**src/hw/rtl/cscan_pkg.sv**
```systemverilog
// Shared types, constants and a helper function of the C-SCAN disk scheduler.
// Used by every module of the block but cscan_ram; depends on nothing else.
package cscan_pkg;

   localparam int TOTAL_W     = 18;
   localparam logic [TOTAL_W-1:0] TOTAL_MAX = 18'h3FFFF;
   localparam int CYL_MAX_W   = 16;
   localparam int TOP_RESET   = 199;
   localparam int QUEUE_DEPTH = 4;
   localparam int QUEUE_AW    = 2;
   localparam int CSR_IDX_W   = 2;

   typedef enum logic [CSR_IDX_W-1:0] {
      CSR_HEAD = 2'd0,
      CSR_TOP  = 2'd1
   } csr_index_type;

   // Flags the front end attaches to every queued request word.
   typedef struct packed {
      logic last;
      logic drop;
   } entry_flags_type;

   typedef enum logic [2:0] {
      ST_LOAD = 3'b001,
      ST_SCAN = 3'b010,
      ST_EMIT = 3'b100
   } back_state_type;

   // Sweep phases: first request set, two end-of-disk moves, second request set.
   typedef enum logic [3:0] {
      PH_FIRST  = 4'b0001,
      PH_FIX1   = 4'b0010,
      PH_FIX2   = 4'b0100,
      PH_SECOND = 4'b1000
   } phase_type;

   function automatic logic [CYL_MAX_W-1:0] cyl_absdiff(input logic [CYL_MAX_W-1:0] a,
                                                        input logic [CYL_MAX_W-1:0] b);
      cyl_absdiff = (a >= b) ? (a - b) : (b - a);
   endfunction

endpackage

```
**src/hw/rtl/cscan_disk_scheduler_top.sv**
```systemverilog
// C-SCAN disk scheduler: collects a batch of cylinder requests and issues the
// circular-scan service order as a series of head moves.
//
// Request channel (req_): one word per request; req_batch_end marks the last
// word of a batch. Words are taken at one per cycle while the back end loads,
// through a four-word queue; req_stall rises only when that queue is full.
// Move channel (rsp_): a batch of n stored requests yields n + 2 move words,
// each with from, to, distance, running total, the dropped flag and a final
// marker. Moves come from an output register, so a stalled word holds while
// the scheduler keeps working up to the next move.
// Each move to a stored request follows a scan of the request store through
// its single read port, one entry per cycle; the two end-of-disk moves follow
// one more scan that finds the first set used up. The next batch is loaded
// only after the final move of a batch has been issued. Requests beyond
// MAX_REQUESTS are dropped and flagged.
// Configuration (csr_): head position at index 0, top cylinder at index 1,
// written while the block is idle; the user must keep to this, as the block
// itself does not enforce it. Reset empties the queue and the store and
// sets head 0 and top 199; no move word is pending after reset.
module cscan_disk_scheduler_top #(
   parameter int MAX_REQUESTS = 16,
   parameter int CYL_BITS     = 12
) (
   input  logic                            clock,
   input  logic                            reset,
   input  logic                            csr_we,
   input  logic [cscan_pkg::CSR_IDX_W-1:0] csr_index,
   input  logic [CYL_BITS-1:0]             csr_wdata,
   input  logic                            req_valid,
   output logic                            req_stall,
   input  logic [CYL_BITS-1:0]             req_request_cylinder,
   input  logic                            req_batch_end,
   output logic                            rsp_valid,
   input  logic                            rsp_stall,
   output logic [CYL_BITS-1:0]             rsp_move_from,
   output logic [CYL_BITS-1:0]             rsp_move_to,
   output logic [CYL_BITS-1:0]             rsp_move_distance,
   output logic [cscan_pkg::TOTAL_W-1:0]   rsp_running_total,
   output logic                            rsp_dropped_flag,
   output logic                            rsp_final_move
);

   logic [CYL_BITS-1:0] head_ff, head_in;
   logic [CYL_BITS-1:0] top_ff, top_in;
   logic                q_full, q_push, q_valid, q_pop;
   logic [CYL_BITS+1:0] q_wdata, q_rdata;

   always_comb begin
      head_in = head_ff;
      top_in  = top_ff;
      if (csr_we) begin
         unique case (cscan_pkg::csr_index_type'(csr_index))
            cscan_pkg::CSR_HEAD: head_in = csr_wdata;
            cscan_pkg::CSR_TOP:  top_in  = csr_wdata;
            default: ;
         endcase
      end
   end

   always_ff @(posedge clock) begin
      if (reset) begin
         head_ff <= '0;
         top_ff  <= CYL_BITS'(cscan_pkg::TOP_RESET);
      end else begin
         head_ff <= head_in;
         top_ff  <= top_in;
      end
   end

   cscan_front #(
      .MAX_REQUESTS (MAX_REQUESTS),
      .CYL_BITS     (CYL_BITS)
   ) u_front (
      .clock                (clock),
      .reset                (reset),
      .req_valid            (req_valid),
      .req_stall            (req_stall),
      .req_request_cylinder (req_request_cylinder),
      .req_batch_end        (req_batch_end),
      .q_full               (q_full),
      .q_push               (q_push),
      .q_data               (q_wdata)
   );

   cscan_fifo #(
      .WIDTH (CYL_BITS + 2)
   ) u_queue (
      .clock     (clock),
      .reset     (reset),
      .push      (q_push),
      .push_data (q_wdata),
      .full      (q_full),
      .pop       (q_pop),
      .valid     (q_valid),
      .pop_data  (q_rdata)
   );

   cscan_back #(
      .MAX_REQUESTS (MAX_REQUESTS),
      .CYL_BITS     (CYL_BITS)
   ) u_back (
      .clock             (clock),
      .reset             (reset),
      .q_valid           (q_valid),
      .q_data            (q_rdata),
      .q_pop             (q_pop),
      .head              (head_ff),
      .top               (top_ff),
      .rsp_valid         (rsp_valid),
      .rsp_stall         (rsp_stall),
      .rsp_move_from     (rsp_move_from),
      .rsp_move_to       (rsp_move_to),
      .rsp_move_distance (rsp_move_distance),
      .rsp_running_total (rsp_running_total),
      .rsp_dropped_flag  (rsp_dropped_flag),
      .rsp_final_move    (rsp_final_move)
   );

   // Every move word carries the distance between its two end points.
   a_move_distance: assert property (@(posedge clock) disable iff (reset)
      rsp_valid |-> rsp_move_distance == CYL_BITS'(cscan_pkg::cyl_absdiff(
         cscan_pkg::CYL_MAX_W'(rsp_move_from), cscan_pkg::CYL_MAX_W'(rsp_move_to))))
      else $error("move distance does not match its end points");

   // A stalled move word stays on offer with its end points, running total and final marker unchanged.
   a_stall_hold: assert property (@(posedge clock) disable iff (reset)
      rsp_valid && rsp_stall |=> rsp_valid && $stable(rsp_move_from)
         && $stable(rsp_move_to) && $stable(rsp_running_total) && $stable(rsp_final_move))
      else $error("stalled move word changed");

   // Reset leaves no pending move and an empty queue.
   a_reset_clean: assert property (@(posedge clock)
      reset |=> !rsp_valid && !req_stall)
      else $error("state not cleared by reset");

endmodule

```
**src/hw/rtl/cscan_ram.sv**
```systemverilog
// Generic single-write, single-read RAM with a registered read port.
// Stand-alone; used for the request store of the scheduler.
module cscan_ram #(
   parameter int WIDTH = 12,
   parameter int DEPTH = 16
) (
   input  logic                                         clock,
   input  logic                                         wr_en,
   input  logic [((DEPTH > 1) ? $clog2(DEPTH) : 1)-1:0] wr_addr,
   input  logic [WIDTH-1:0]                             wr_data,
   input  logic                                         rd_en,
   input  logic [((DEPTH > 1) ? $clog2(DEPTH) : 1)-1:0] rd_addr,
   output logic [WIDTH-1:0]                             rd_data
);

   logic [WIDTH-1:0] mem_ff [DEPTH];
   logic [WIDTH-1:0] rd_data_ff;

   always_ff @(posedge clock) begin
      if (wr_en) begin
         mem_ff[wr_addr] <= wr_data;
      end
      if (rd_en) begin
         rd_data_ff <= mem_ff[rd_addr];
      end
   end

   assign rd_data = rd_data_ff;

endmodule

```
**src/hw/rtl/cscan_front.sv**
```systemverilog
// Front end of the scheduler: accepts request words and marks those that
// overflow the batch store. Uses cscan_pkg for the flag struct.
module cscan_front #(
   parameter int MAX_REQUESTS = 16,
   parameter int CYL_BITS     = 12
) (
   input  logic                  clock,
   input  logic                  reset,
   input  logic                  req_valid,
   output logic                  req_stall,
   input  logic [CYL_BITS-1:0]   req_request_cylinder,
   input  logic                  req_batch_end,
   input  logic                  q_full,
   output logic                  q_push,
   output logic [CYL_BITS+1:0]   q_data
);

   localparam int CNT_W = $clog2(MAX_REQUESTS + 1);

   logic [CNT_W-1:0]           fcnt_ff;
   logic [CNT_W-1:0]           fcnt_in;
   cscan_pkg::entry_flags_type flags;

   assign req_stall  = q_full;
   assign q_push     = req_valid && !q_full;
   assign flags      = '{last: req_batch_end, drop: (fcnt_ff == CNT_W'(MAX_REQUESTS))};
   assign q_data     = {flags, req_request_cylinder};

   // The count tracks the stored words of the batch being accepted and clears when its last word is queued.
   always_comb begin
      fcnt_in = fcnt_ff;
      if (q_push) begin
         if (req_batch_end) begin
            fcnt_in = '0;
         end else if (!flags.drop) begin
            fcnt_in = fcnt_ff + CNT_W'(1);
         end
      end
   end

   always_ff @(posedge clock) begin
      if (reset) begin
         fcnt_ff <= '0;
      end else begin
         fcnt_ff <= fcnt_in;
      end
   end

endmodule

```
**src/hw/rtl/cscan_fifo.sv**
```systemverilog
// Short queue between the front and back ends of the scheduler.
// Depth comes from cscan_pkg; payload width is a parameter.
module cscan_fifo #(
   parameter int WIDTH = 14
) (
   input  logic             clock,
   input  logic             reset,
   input  logic             push,
   input  logic [WIDTH-1:0] push_data,
   output logic             full,
   input  logic             pop,
   output logic             valid,
   output logic [WIDTH-1:0] pop_data
);

   localparam int AW = cscan_pkg::QUEUE_AW;

   logic [WIDTH-1:0] entry_ff [cscan_pkg::QUEUE_DEPTH];
   logic [AW-1:0]    wr_ptr_ff;
   logic [AW-1:0]    wr_ptr_in;
   logic [AW-1:0]    rd_ptr_ff;
   logic [AW-1:0]    rd_ptr_in;
   logic [AW:0]      level_ff;
   logic [AW:0]      level_in;

   assign full     = (level_ff == (AW+1)'(cscan_pkg::QUEUE_DEPTH));
   assign valid    = (level_ff != '0);
   assign pop_data = entry_ff[rd_ptr_ff];

   always_comb begin
      wr_ptr_in = push ? wr_ptr_ff + AW'(1) : wr_ptr_ff;
      rd_ptr_in = pop ? rd_ptr_ff + AW'(1) : rd_ptr_ff;
      level_in  = level_ff;
      if (push && !pop) begin
         level_in = level_ff + (AW+1)'(1);
      end else if (pop && !push) begin
         level_in = level_ff - (AW+1)'(1);
      end
   end

   always_ff @(posedge clock) begin
      if (push) begin
         entry_ff[wr_ptr_ff] <= push_data;
      end
   end

   always_ff @(posedge clock) begin
      if (reset) begin
         wr_ptr_ff <= '0;
         rd_ptr_ff <= '0;
         level_ff  <= '0;
      end else begin
         wr_ptr_ff <= wr_ptr_in;
         rd_ptr_ff <= rd_ptr_in;
         level_ff  <= level_in;
      end
   end

endmodule

```
**src/hw/rtl/cscan_back.sv**
```systemverilog
// Back end of the scheduler: stores a batch, then finds each next stop by a
// scan over the request store and issues one move word per stop.
// Uses cscan_pkg and one cscan_ram instance.
module cscan_back #(
   parameter int MAX_REQUESTS = 16,
   parameter int CYL_BITS     = 12
) (
   input  logic                                 clock,
   input  logic                                 reset,
   input  logic                                 q_valid,
   input  logic [CYL_BITS+1:0]                  q_data,
   output logic                                 q_pop,
   input  logic [CYL_BITS-1:0]                  head,
   input  logic [CYL_BITS-1:0]                  top,
   output logic                                 rsp_valid,
   input  logic                                 rsp_stall,
   output logic [CYL_BITS-1:0]                  rsp_move_from,
   output logic [CYL_BITS-1:0]                  rsp_move_to,
   output logic [CYL_BITS-1:0]                  rsp_move_distance,
   output logic [cscan_pkg::TOTAL_W-1:0]        rsp_running_total,
   output logic                                 rsp_dropped_flag,
   output logic                                 rsp_final_move
);

   localparam int IDX_W  = (MAX_REQUESTS > 1) ? $clog2(MAX_REQUESTS) : 1;
   localparam int CNT_W  = $clog2(MAX_REQUESTS + 1);
   localparam int MCNT_W = $clog2(MAX_REQUESTS + 2);
   localparam int TW     = cscan_pkg::TOTAL_W;
   localparam int MW     = cscan_pkg::CYL_MAX_W;

   cscan_pkg::back_state_type  state_ff, state_in;
   cscan_pkg::phase_type       ph_ff, ph_in;
   cscan_pkg::entry_flags_type q_flags;

   logic [CYL_BITS-1:0]     q_cyl;
   logic [CNT_W-1:0]        count_ff, count_in;
   logic                    overflow_ff, overflow_in;
   logic [TW-1:0]           total_ff, total_in;
   logic [MAX_REQUESTS-1:0] used_ff, used_in;
   logic [CYL_BITS-1:0]     head_ff, head_in;
   logic [CYL_BITS-1:0]     top_ff, top_in;
   logic                    far_ff, far_in;
   logic [CYL_BITS-1:0]     cur_ff, cur_in;
   logic [MCNT_W-1:0]       mcnt_ff, mcnt_in;
   logic [CNT_W-1:0]        scan_addr_ff, scan_addr_in;
   logic                    rd_vld_ff, rd_vld_in;
   logic [IDX_W-1:0]        rd_idx_ff, rd_idx_in;
   logic                    found_ff, found_in;
   logic [CYL_BITS-1:0]     best_ff, best_in;
   logic [IDX_W-1:0]        best_idx_ff, best_idx_in;

   logic                    out_vld_ff, out_vld_in;
   logic [CYL_BITS-1:0]     out_from_ff, out_to_ff, out_dist_ff;
   logic [TW-1:0]           out_total_ff;
   logic                    out_drop_ff, out_final_ff;

   logic [CYL_BITS-1:0]     rd_data;
   logic [CYL_BITS-1:0]     clamped;
   logic                    issue, want_upper, in_upper, better, cand, scan_done;
   logic                    slot_free, emit_fire, is_final, far_now;
   logic [CYL_BITS-1:0]     target, hop_dist;
   logic [TW:0]             sum;
   logic [TW-1:0]           total_next;

   assign q_cyl   = q_data[CYL_BITS-1:0];
   assign q_flags = cscan_pkg::entry_flags_type'(q_data[CYL_BITS+1:CYL_BITS]);
   assign q_pop   = (state_ff == cscan_pkg::ST_LOAD) && q_valid;

   cscan_ram #(
      .WIDTH (CYL_BITS),
      .DEPTH (MAX_REQUESTS)
   ) u_store (
      .clock   (clock),
      .wr_en   (q_pop && !q_flags.drop),
      .wr_addr (count_ff[IDX_W-1:0]),
      .wr_data (q_cyl),
      .rd_en   (issue),
      .rd_addr (scan_addr_ff[IDX_W-1:0]),
      .rd_data (rd_data)
   );

   // Scan datapath: one stored request is examined per cycle.
   assign issue      = (state_ff == cscan_pkg::ST_SCAN) && (scan_addr_ff < count_ff);
   assign clamped    = (rd_data > top_ff) ? top_ff : rd_data;
   assign in_upper   = (clamped >= head_ff);
   assign want_upper = (ph_ff == cscan_pkg::PH_FIRST) ? far_ff : !far_ff;
   assign better     = far_ff ? (clamped < best_ff) : (clamped > best_ff);
   assign cand       = rd_vld_ff && !used_ff[rd_idx_ff] && (in_upper == want_upper)
                       && (!found_ff || better);
   assign scan_done  = (state_ff == cscan_pkg::ST_SCAN) && !issue && !rd_vld_ff;

   assign far_now = (MW'(head) >= cscan_pkg::cyl_absdiff(MW'(head), MW'(top)));

   always_comb begin
      unique case (ph_ff) inside
         cscan_pkg::PH_FIX1: target = far_ff ? top_ff : '0;
         cscan_pkg::PH_FIX2: target = far_ff ? '0 : top_ff;
         default:            target = best_ff;
      endcase
   end

   assign hop_dist   = CYL_BITS'(cscan_pkg::cyl_absdiff(MW'(cur_ff), MW'(target)));
   assign sum        = {1'b0, total_ff} + (TW+1)'(hop_dist);
   assign total_next = sum[TW] ? cscan_pkg::TOTAL_MAX : sum[TW-1:0];
   assign is_final   = (mcnt_ff == MCNT_W'(count_ff) + MCNT_W'(1));
   assign slot_free  = !out_vld_ff || !rsp_stall;
   assign emit_fire  = (state_ff == cscan_pkg::ST_EMIT) && slot_free;

   always_comb begin
      state_in     = state_ff;
      ph_in        = ph_ff;
      count_in     = count_ff;
      overflow_in  = overflow_ff;
      total_in     = total_ff;
      used_in      = used_ff;
      head_in      = head_ff;
      top_in       = top_ff;
      far_in       = far_ff;
      cur_in       = cur_ff;
      mcnt_in      = mcnt_ff;
      scan_addr_in = scan_addr_ff;
      rd_vld_in    = issue;
      rd_idx_in    = scan_addr_ff[IDX_W-1:0];
      found_in     = found_ff;
      best_in      = best_ff;
      best_idx_in  = best_idx_ff;
      out_vld_in   = out_vld_ff && rsp_stall;

      unique case (state_ff)
         cscan_pkg::ST_LOAD: begin
            if (q_pop) begin
               if (q_flags.drop) begin
                  overflow_in = 1'b1;
               end else begin
                  count_in = count_ff + CNT_W'(1);
               end
               // Head and top are sampled when the batch closes.
               if (q_flags.last) begin
                  head_in      = head;
                  top_in       = top;
                  far_in       = far_now;
                  cur_in       = head;
                  mcnt_in      = '0;
                  ph_in        = cscan_pkg::PH_FIRST;
                  scan_addr_in = '0;
                  found_in     = 1'b0;
                  state_in     = cscan_pkg::ST_SCAN;
               end
            end
         end
         cscan_pkg::ST_SCAN: begin
            if (issue) begin
               scan_addr_in = scan_addr_ff + CNT_W'(1);
            end
            if (cand) begin
               found_in    = 1'b1;
               best_in     = clamped;
               best_idx_in = rd_idx_ff;
            end
            if (scan_done) begin
               if (found_ff) begin
                  state_in = cscan_pkg::ST_EMIT;
               end else if (ph_ff == cscan_pkg::PH_FIRST) begin
                  ph_in    = cscan_pkg::PH_FIX1;
                  state_in = cscan_pkg::ST_EMIT;
               end else begin
                  state_in = cscan_pkg::ST_LOAD;
               end
            end
         end
         cscan_pkg::ST_EMIT: begin
            if (emit_fire) begin
               out_vld_in = 1'b1;
               cur_in     = target;
               total_in   = total_next;
               mcnt_in    = mcnt_ff + MCNT_W'(1);
               if (ph_ff == cscan_pkg::PH_FIRST || ph_ff == cscan_pkg::PH_SECOND) begin
                  used_in[best_idx_ff] = 1'b1;
               end
               scan_addr_in = '0;
               found_in     = 1'b0;
               if (is_final) begin
                  count_in    = '0;
                  overflow_in = 1'b0;
                  total_in    = '0;
                  used_in     = '0;
                  state_in    = cscan_pkg::ST_LOAD;
               end else begin
                  unique case (ph_ff) inside
                     cscan_pkg::PH_FIX1: ph_in = cscan_pkg::PH_FIX2;
                     cscan_pkg::PH_FIX2: begin
                        ph_in    = cscan_pkg::PH_SECOND;
                        state_in = cscan_pkg::ST_SCAN;
                     end
                     default: state_in = cscan_pkg::ST_SCAN;
                  endcase
               end
            end
         end
         default: state_in = cscan_pkg::ST_LOAD;
      endcase

      // A batch that runs dry early is closed without leaving stale state behind.
      if (state_ff == cscan_pkg::ST_SCAN && scan_done && !found_ff
          && ph_ff != cscan_pkg::PH_FIRST) begin
         count_in    = '0;
         overflow_in = 1'b0;
         total_in    = '0;
         used_in     = '0;
      end
   end

   always_ff @(posedge clock) begin
      if (reset) begin
         state_ff    <= cscan_pkg::ST_LOAD;
         ph_ff       <= cscan_pkg::PH_FIRST;
         count_ff    <= '0;
         overflow_ff <= 1'b0;
         total_ff    <= '0;
         used_ff     <= '0;
         rd_vld_ff   <= 1'b0;
         found_ff    <= 1'b0;
         out_vld_ff  <= 1'b0;
      end else begin
         state_ff    <= state_in;
         ph_ff       <= ph_in;
         count_ff    <= count_in;
         overflow_ff <= overflow_in;
         total_ff    <= total_in;
         used_ff     <= used_in;
         rd_vld_ff   <= rd_vld_in;
         found_ff    <= found_in;
         out_vld_ff  <= out_vld_in;
      end
   end

   always_ff @(posedge clock) begin
      head_ff      <= head_in;
      top_ff       <= top_in;
      far_ff       <= far_in;
      cur_ff       <= cur_in;
      mcnt_ff      <= mcnt_in;
      scan_addr_ff <= scan_addr_in;
      rd_idx_ff    <= rd_idx_in;
      best_ff      <= best_in;
      best_idx_ff  <= best_idx_in;
      if (emit_fire) begin
         out_from_ff  <= cur_ff;
         out_to_ff    <= target;
         out_dist_ff  <= hop_dist;
         out_total_ff <= total_next;
         out_drop_ff  <= overflow_ff;
         out_final_ff <= is_final;
      end
   end

   assign rsp_valid         = out_vld_ff;
   assign rsp_move_from     = out_from_ff;
   assign rsp_move_to       = out_to_ff;
   assign rsp_move_distance = out_dist_ff;
   assign rsp_running_total = out_total_ff;
   assign rsp_dropped_flag  = out_drop_ff;
   assign rsp_final_move    = out_final_ff;

endmodule
```
**config.mk**
```make
export PLATFORM = sky130hd
export DESIGN_NAME = cscan_disk_scheduler_top
export DESIGN_NICKNAME = d
export VERILOG_FILES = /design/src/hw/rtl/cscan_pkg.sv /design/src/hw/rtl/cscan_disk_scheduler_top.sv /design/src/hw/rtl/cscan_ram.sv /design/src/hw/rtl/cscan_front.sv /design/src/hw/rtl/cscan_fifo.sv /design/src/hw/rtl/cscan_back.sv
export SDC_FILE = /design/constraint.sdc
export NUM_CORES = 1
export LEC_CHECK = 0
export ABC_AREA = 1
export BUFFER_PORTS_ARGS = -buffer_cell sky130_fd_sc_hd__buf_2
export CAP_MARGIN = 0
export CELL_PAD_IN_SITES_DETAIL_PLACEMENT = 0
export CELL_PAD_IN_SITES_GLOBAL_PLACEMENT = 1
export CORE_UTILIZATION = 45
export DETAILED_ROUTE_END_ITERATION = 10
export PLACE_DENSITY_LB_ADDON = 0.05
export REMOVE_ABC_BUFFERS = 1
export SYNTH_ARGS = -nofsm -noshare
export SYNTH_HDL_FRONTEND = slang
export SYNTH_HIERARCHICAL = 1
export SYNTH_SLANG_ARGS = --single-unit
```
**constraint.sdc**
```tcl
create_clock -name clock -period 7.7 [get_ports clock]
set_input_delay 1.155 -clock clock [delete_from_list [all_inputs] [get_ports clock]]
set_output_delay 1.155 -clock clock [all_outputs]
set_load 0.1 [all_outputs]
```
==> qor.yml, run 1 <==
global_route:
  antenna_found_initial: 0
  grt_usage_pct: 21.7
  first_global_vias: 16720
  grt-ovfl-total: 0
  grt_pass1_wl_mm: 92.0
  grt_max_degree: 75
routing:
  wl_per_cell_um: 17.0
  drtIter0Drc: 999
  drt-vias-per-instance: 5.07
  num_vias: 17591
  ant_nets: 0
  drc: 0
  wirelength_mm: 59.1
  drt-pass1-iter-count: 5
yosys:
  syn_inst: 2662
  yosysWarnings: 6
  avgSynthCellArea_um2: 9.13
  synth_seq_cells: 471
  synth_top_cell_by_area: "edfxtp_1"
  synth_area_leaders: "edfxtp_1 (47%), nand2_1 (10%), dfxtp_1 (7.6%), inv_1 (6.5%), ha_1 (6.2%)"
  synth-simple-area-share_pct: 21.0
  seq_area_frac_synth_pct: 54.4
  syn_area_um2: 24300
  synth_mux_area_share_pct: 0
  synth-xor-area-share_pct: 1.69
  synth_compound_area_share_pct: 6.83
  synth_top_family_by_area: "simple AND/OR/NAND/NOR gates"
  synthDominantCellAreaShare_pct: 46.8
  synth_fa_ha_area_share_pct: 6.67
  synth_cell_types: 51
power_and_ir_drop:
  power_frac_comb_pct: 37.3
  total_leakage_power_nw: 11.8
  power.density_nw_per_um2: 359
  p_int_mw: 5.86
  switching_share_pct: 39.3
  ir_drop_uv: 257
  power_frac_seq_pct: 36.7
  pwr-share-clk_pct: 26.0
  switchingPower_mw: 3.80
die:
  start_util_pct: 45.9
  io_pins: 90
  die_h_um: 234
  fp-row-count: 84
  die_w_um: 234
  coreArea_um2: 53000
  fp.dieArea_um2: 54900
finish:
  design_area_um2: 26900
  final.fill_count: 5017
  fin_nets: 2893
  area_growth_pct: 10.8
  antenna_cells: 0
  drive_above_1_share_pct: 8.99
cts:
  clk_latency_ps: 610
  h-tree-depth: 2
  cts_buffers: 53
  cts_tree: "done"
  root_buffer: "clkbuf_16"
  post_cts_resized: 0
  cts.clk_slew.worst_paths_ps: 60
  clock_path_buffers: 3
  cts.sink_count: 471
  holdBufCountCts: 0
  post-cts-setup-buffers: 0
setup_path:
  cp-end-kind: "flop"
  crit_required_ps: 8220
  cpMaxStageDelayCell: "a21oi_1"
  critical_path.most_common_cell: "nand2_1"
  cpPeakStageDelay_ps: 810
  path_max_fanout: 17
  cp_top_family: "compound AO/OA/AOI/OAI gates"
  path_class: "reg -> reg"
  startpoint_type: "flop"
  critical_path_buf_inv_count: 4
  critPathArrivalTime_ps: 5880
timing:
  tightest_slew_ps: 1290
  fin_ws_ps: 2340
  finalMaxSlewViolations: 0
  fin_skew_ps: 17.6
  hold_violations: 0
  fin_setup_tns_ps: 0
  final.period_utilization_pct: 69.6
  slew_headroom_pct: 13.9
  rsz0062_at_grt: "false"
  max_freq_ghz: 0.187
  min_period_ps: 5360
  setup_viol: 0
place:
  portBuffers: 89
  gp_congestion: 0.907
  dpl.hpwl_mm: 41.1
  pre_cts_ws_ps: 2350
  dpl_cell_area_um2: 25200
worst_hold_path:
  hp-class: "reg -> reg"
flow_run:
  drv_cap: 0
status:
  status: "completed"
[tightest hold or removal path, cell delays in order, from the launching register on]
cell and delay [ps]:
dfxtp_1 300, inv_1 40, a21oi_1 50
[cells in the mapped netlist (all sizes together)]
cell	number
a211oi	3
a21o	4
a21oi	140
a221oi	1
a31oi	4
and2	1
buf	80
clkbuf	20
clkinv	1
dfxtp	92
edfxtp	379
fa	6
ha	120
inv	429
nand2	659
nand2b	1
nand3	273
nand3b	8
nand4	26
nor2	197
nor3	14
nor3b	1
o2111ai	5
o211ai	5
o21a	4
o21ai	108
o21bai	4
o22ai	25
or2	5
xnor2	12
xor2	35
[power groups by stage]
stage	Sequential [mW]	Combinational [mW]	Clock [mW]
floorplan	3.74	2.29	0
global placement	3.59	3.59	0
detailed placement	3.60	3.63	0
CTS	3.55	3.64	2.57
global route	3.58	4.07	2.68
finish	3.54	3.61	2.51
[cells by family after synthesis]
family / Yosys count
buffers and inverters: 530
XOR/XNOR: 47
AO/OA/AOI/OAI: 303
adder cells (fa/ha/maj): 126
AND/OR/NAND/NOR: 1185
flip-flops: 471
[final cells by class]
class	instances	area, um^2	area share [%]
Multi-Input combinational cell	1661	8810	32.7
Inverter	430	1610	5.99
Tap cell	688	861	3.20
Sequential cell	471	13200	49.1
Clock inverter	30	303	1.12
Timing Repair Buffer	118	663	2.46
Clock buffer	70	1460	5.42
[registers in the layout, summed over array words and instances (netlist names), 12 cells and up, named ones only]
register	cells
u_back/head_ff	12
u_back/rsp_running_total	18
u_back/rsp_move_from	12
u_back/used_ff	16
u_back/u_store/rd_data	12
u_back/total_ff	18
u_back/rsp_move_distance	12
u_back/rsp_move_to	12
u_back/cur_ff	12
u_back/best_ff	12
head_ff	12
u_queue/entry_ff	56
u_back/top_ff	12
u_back/u_store/mem_ff	192
top_ff	12
[final timing paths]
check	startpoint	end	slack, ps	cells after the start
worst min register to register	u_back/used_ff[12]$_SDFFE_PP0P_	u_back/used_ff[12]$_SDFFE_PP0P_	440	2
worst max-delay path	u_back/ph_ff[3]$_SDFFE_PP0P_	u_back/total_ff[9]$_SDFFE_PP0P_	2340	26
worst min-delay path	u_back/used_ff[12]$_SDFFE_PP0P_	u_back/used_ff[12]$_SDFFE_PP0P_	440	2
worst max register to register	u_back/ph_ff[3]$_SDFFE_PP0P_	u_back/total_ff[9]$_SDFFE_PP0P_	2340	26
[stage by stage]
step | instances | utilization (%) | hold WS [ps] | total power [mW]
final | 3468 | 50.8 | 440 | 9.66
after CTS | 3468 | 50.8 | 445 | 9.76
after global routing | 3468 | 50.8 | 464 | 10.3
after global placement | 3368 | 47.5 | 419 | 7.18
after floorplan | 2562 | - | 409 | 6.03
after detailed placement | 3368 | 47.5 | 433 | 7.22
[routing by layer]
metal | vias up | part of all wire (%) | track usage [%]
li1 | 8886 | - | -
met1 | 8245 | 44 | 28.6
met2 | 368 | 49 | 37.5
met3 | 92 | 4.2 | 2.52
met4 | 0 | 2.5 | 6.73
met5 | - | 0 | 0
[placed cells by master (no fill, tap or decap), drive strengths merged, types with 5 or more instances in the layout]
cell type	count
o21ai	108
nand3b	8
nand4	26
clkinv	23
fa	6
nand2	659
xnor2	12
dfxtp	92
nor3	14
nand3	273
clkbuf	70
ha	120
a21oi	140
o22ai	25
inv	430
buf	118
or2	5
edfxtp	379
o2111ai	5
xor2	35
nor2	197
o211ai	5
No activity file was read; power rests on OpenSTA's default activity.
==> run 2: changes to the inputs <==
==> constraint.sdc (replaced) <==
create_clock -name clock -period 5 [get_ports clock]
set_input_delay 0.75 -clock clock [delete_from_list [all_inputs] [get_ports clock]]
set_output_delay 0.75 -clock clock [all_outputs]
set_load 0.1 [all_outputs]
==> run 2 against run 1 <==
Against the previous run: flip-flop and latch count did not move; clock power rose by 69%; largest cell class unchanged; non-clock buffer count rose by 19; largest power group unchanged; global-route usage rose by 0.38 points.
==> qor.yml, run 2 (synthesis gave the netlist of run 1 again) <==
timing:
  fin_skew_ps: 19.7
  final.period_utilization_pct: 92.7
  tightest_slew_ps: 1140
  slew_headroom_pct: 24.0
  holdWs_ps: 347
  max_freq_ghz: 0.216
  fin_ws_ps: 367
  fin_setup_tns_ps: 0
  rsz0062_at_grt: "false"
  hold_violations: 0
  finalMaxSlewViolations: 0
  min_period_ps: 4630
  setup_viol: 0
global_route:
  grt-ovfl-total: 0
  grt_pass1_wl_mm: 93.5
  grt_max_degree: 74
  antenna_found_initial: 1
  first_global_vias: 17077
  grt_usage_pct: 22.1
setup_path:
  crit_required_ps: 5360
  critPathArrivalTime_ps: 4990
  cp-end-kind: "flop"
  critical_path.most_common_cell: "inv_1"
  path_max_fanout: 17
  cpMaxStageDelayCell: "fa_1"
  path_class: "reg -> reg"
  cp_top_family: "compound AO/OA/AOI/OAI gates"
  critical_path_buf_inv_count: 7
  startpoint_type: "flop"
  cpPeakStageDelay_ps: 430
die:
  io_pins: 90
  fp-row-count: 84
  coreArea_um2: 53000
  die_h_um: 234
  start_util_pct: 45.9
  die_w_um: 234
  fp.dieArea_um2: 54900
finish:
  area_growth_pct: 12.4
  seqCellArea_um2: 13200
  final_common_cell: "nand2_1"
  multi_input_area_um2: 8890
  fin_nets: 2912
  largest-register: "u_back/u_store/mem_ff"
  top_regs: "u_back/u_store/mem_ff x192, u_queue/entry_ff x56"
  final_cell_mix: "nand2_1 (646), inv_1 (423), edfxtp_1 (379)"
  drive_above_1_share_pct: 10.3
  final.fill_count: 4960
  antenna_cells: 0
  largest_reg_flops: 192
cts:
  cts_buffers: 53
  clk_latency_ps: 610
  cts_tree: "done"
  cts.sink_count: 471
  h-tree-depth: 2
  root_buffer: "clkbuf_16"
  cts.clk_slew.worst_paths_ps: 60
  holdBufCountCts: 0
  clock_path_buffers: 3
flow_run:
  drv_cap: 0
place:
  gp_congestion: 0.895
  portBuffers: 89
  dpl.hpwl_mm: 41.8
  pre_cts_ws_ps: 223
power_and_ir_drop:
  p_total_mw: 15.3
  ir_drop_uv: 311
  total_leakage_power_nw: 12.0
  power.density_nw_per_um2: 561
routing:
  wl_per_cell_um: 17.2
  num_vias: 17738
  drc: 0
  wirelength_mm: 60.0
  ant_nets: 0
  drt-vias-per-instance: 5.09
  drtIter0Drc: 937
  drt-pass1-iter-count: 6
status:
  status: "completed"
worst_hold_path:
  hp-class: "in -> reg"
[run 2: cell types whose count changed in the layout (fill, tap and decap cells not counted), sizes merged]
cell,before,now
buf,118,137
clkbuf,70,62
bufinv,4,11
clkinv,23,24
inv,430,429
[run 2: worst reg2reg max path, delay by kind of cell, from the launching register on]
family | cells | cell delay, ps
fa+ha+maj | 3 | 920
buf+inv | 7 | 720
flops | 1 | 400
compound gates | 7 | 1270
simple gates | 10 | 1090
[run 2: per-stage QoR]
stage / cells / util (%) / instance area [um^2]
3_5_place_dp: 3386 / 47.8 / 25300
5_1_grt: 3486 / 51.6 / 27300
6_report: 3486 / 51.6 / 27300
3_3_place_gp: 3386 / 47.8 / 25300
2_1_floorplan: 2562 / - / 23600
4_1_cts: 3485 / 51.4 / 27200
[run 2: timing repair]
action                     CTS  global route
gates resized for setup      0            17
hold endpoints to repair     0             0
setup buffers                0             1
setup endpoints to repair    0            36
[run 2: final cells by class]
class,instances,area share [%]
Sequential cell,471,48.4
Multi-Input combinational cell,1661,32.6
Inverter,430,5.91
Clock buffer,62,5.21
Tap cell,688,3.15
Timing Repair Buffer,137,2.95
Clock inverter,37,1.82
[run 2: report_power, final]
group | switching, mW | leakage (nW) | internal, mW
Sequential | 0.357 | 4.20 | 5.14
Clock | 1.63 | 0.929 | 2.61
Combinational | 3.93 | 6.86 | 1.65
Total | 5.92 | 12.0 | 9.41
[run 2: metal layers]
| layer | part of all wire, % | vias up | wire, um | track usage, % |
|---|---|---|---|---|
| met5 | 0.013 | - | 8 | 0 |
| met3 | 3.9 | 89 | 2310 | 2.50 |
| met2 | 49 | 350 | 29300 | 38.1 |
| met1 | 44 | 8359 | 26700 | 28.9 |
| li1 | - | 8938 | - | - |
| met4 | 2.8 | 2 | 1660 | 7.36 |
[run 2: final timing paths]
path,start,cells past startpoint,to,slack [ps]
worst max-delay path,u_back/ph_ff[3]$_SDFFE_PP0P_,27,u_back/rsp_running_total[9]$_DFFE_PP_,370
worst min-delay path,req_request_cylinder[8],1,u_queue/entry_ff[0][8]$_DFFE_PP_,350
worst max register to register,u_back/ph_ff[3]$_SDFFE_PP0P_,27,u_back/rsp_running_total[9]$_DFFE_PP_,370
worst min register to register,u_queue/rd_ptr_ff[1]$_SDFFE_PP0P_,1,u_queue/rd_ptr_ff[1]$_SDFFE_PP0P_,440
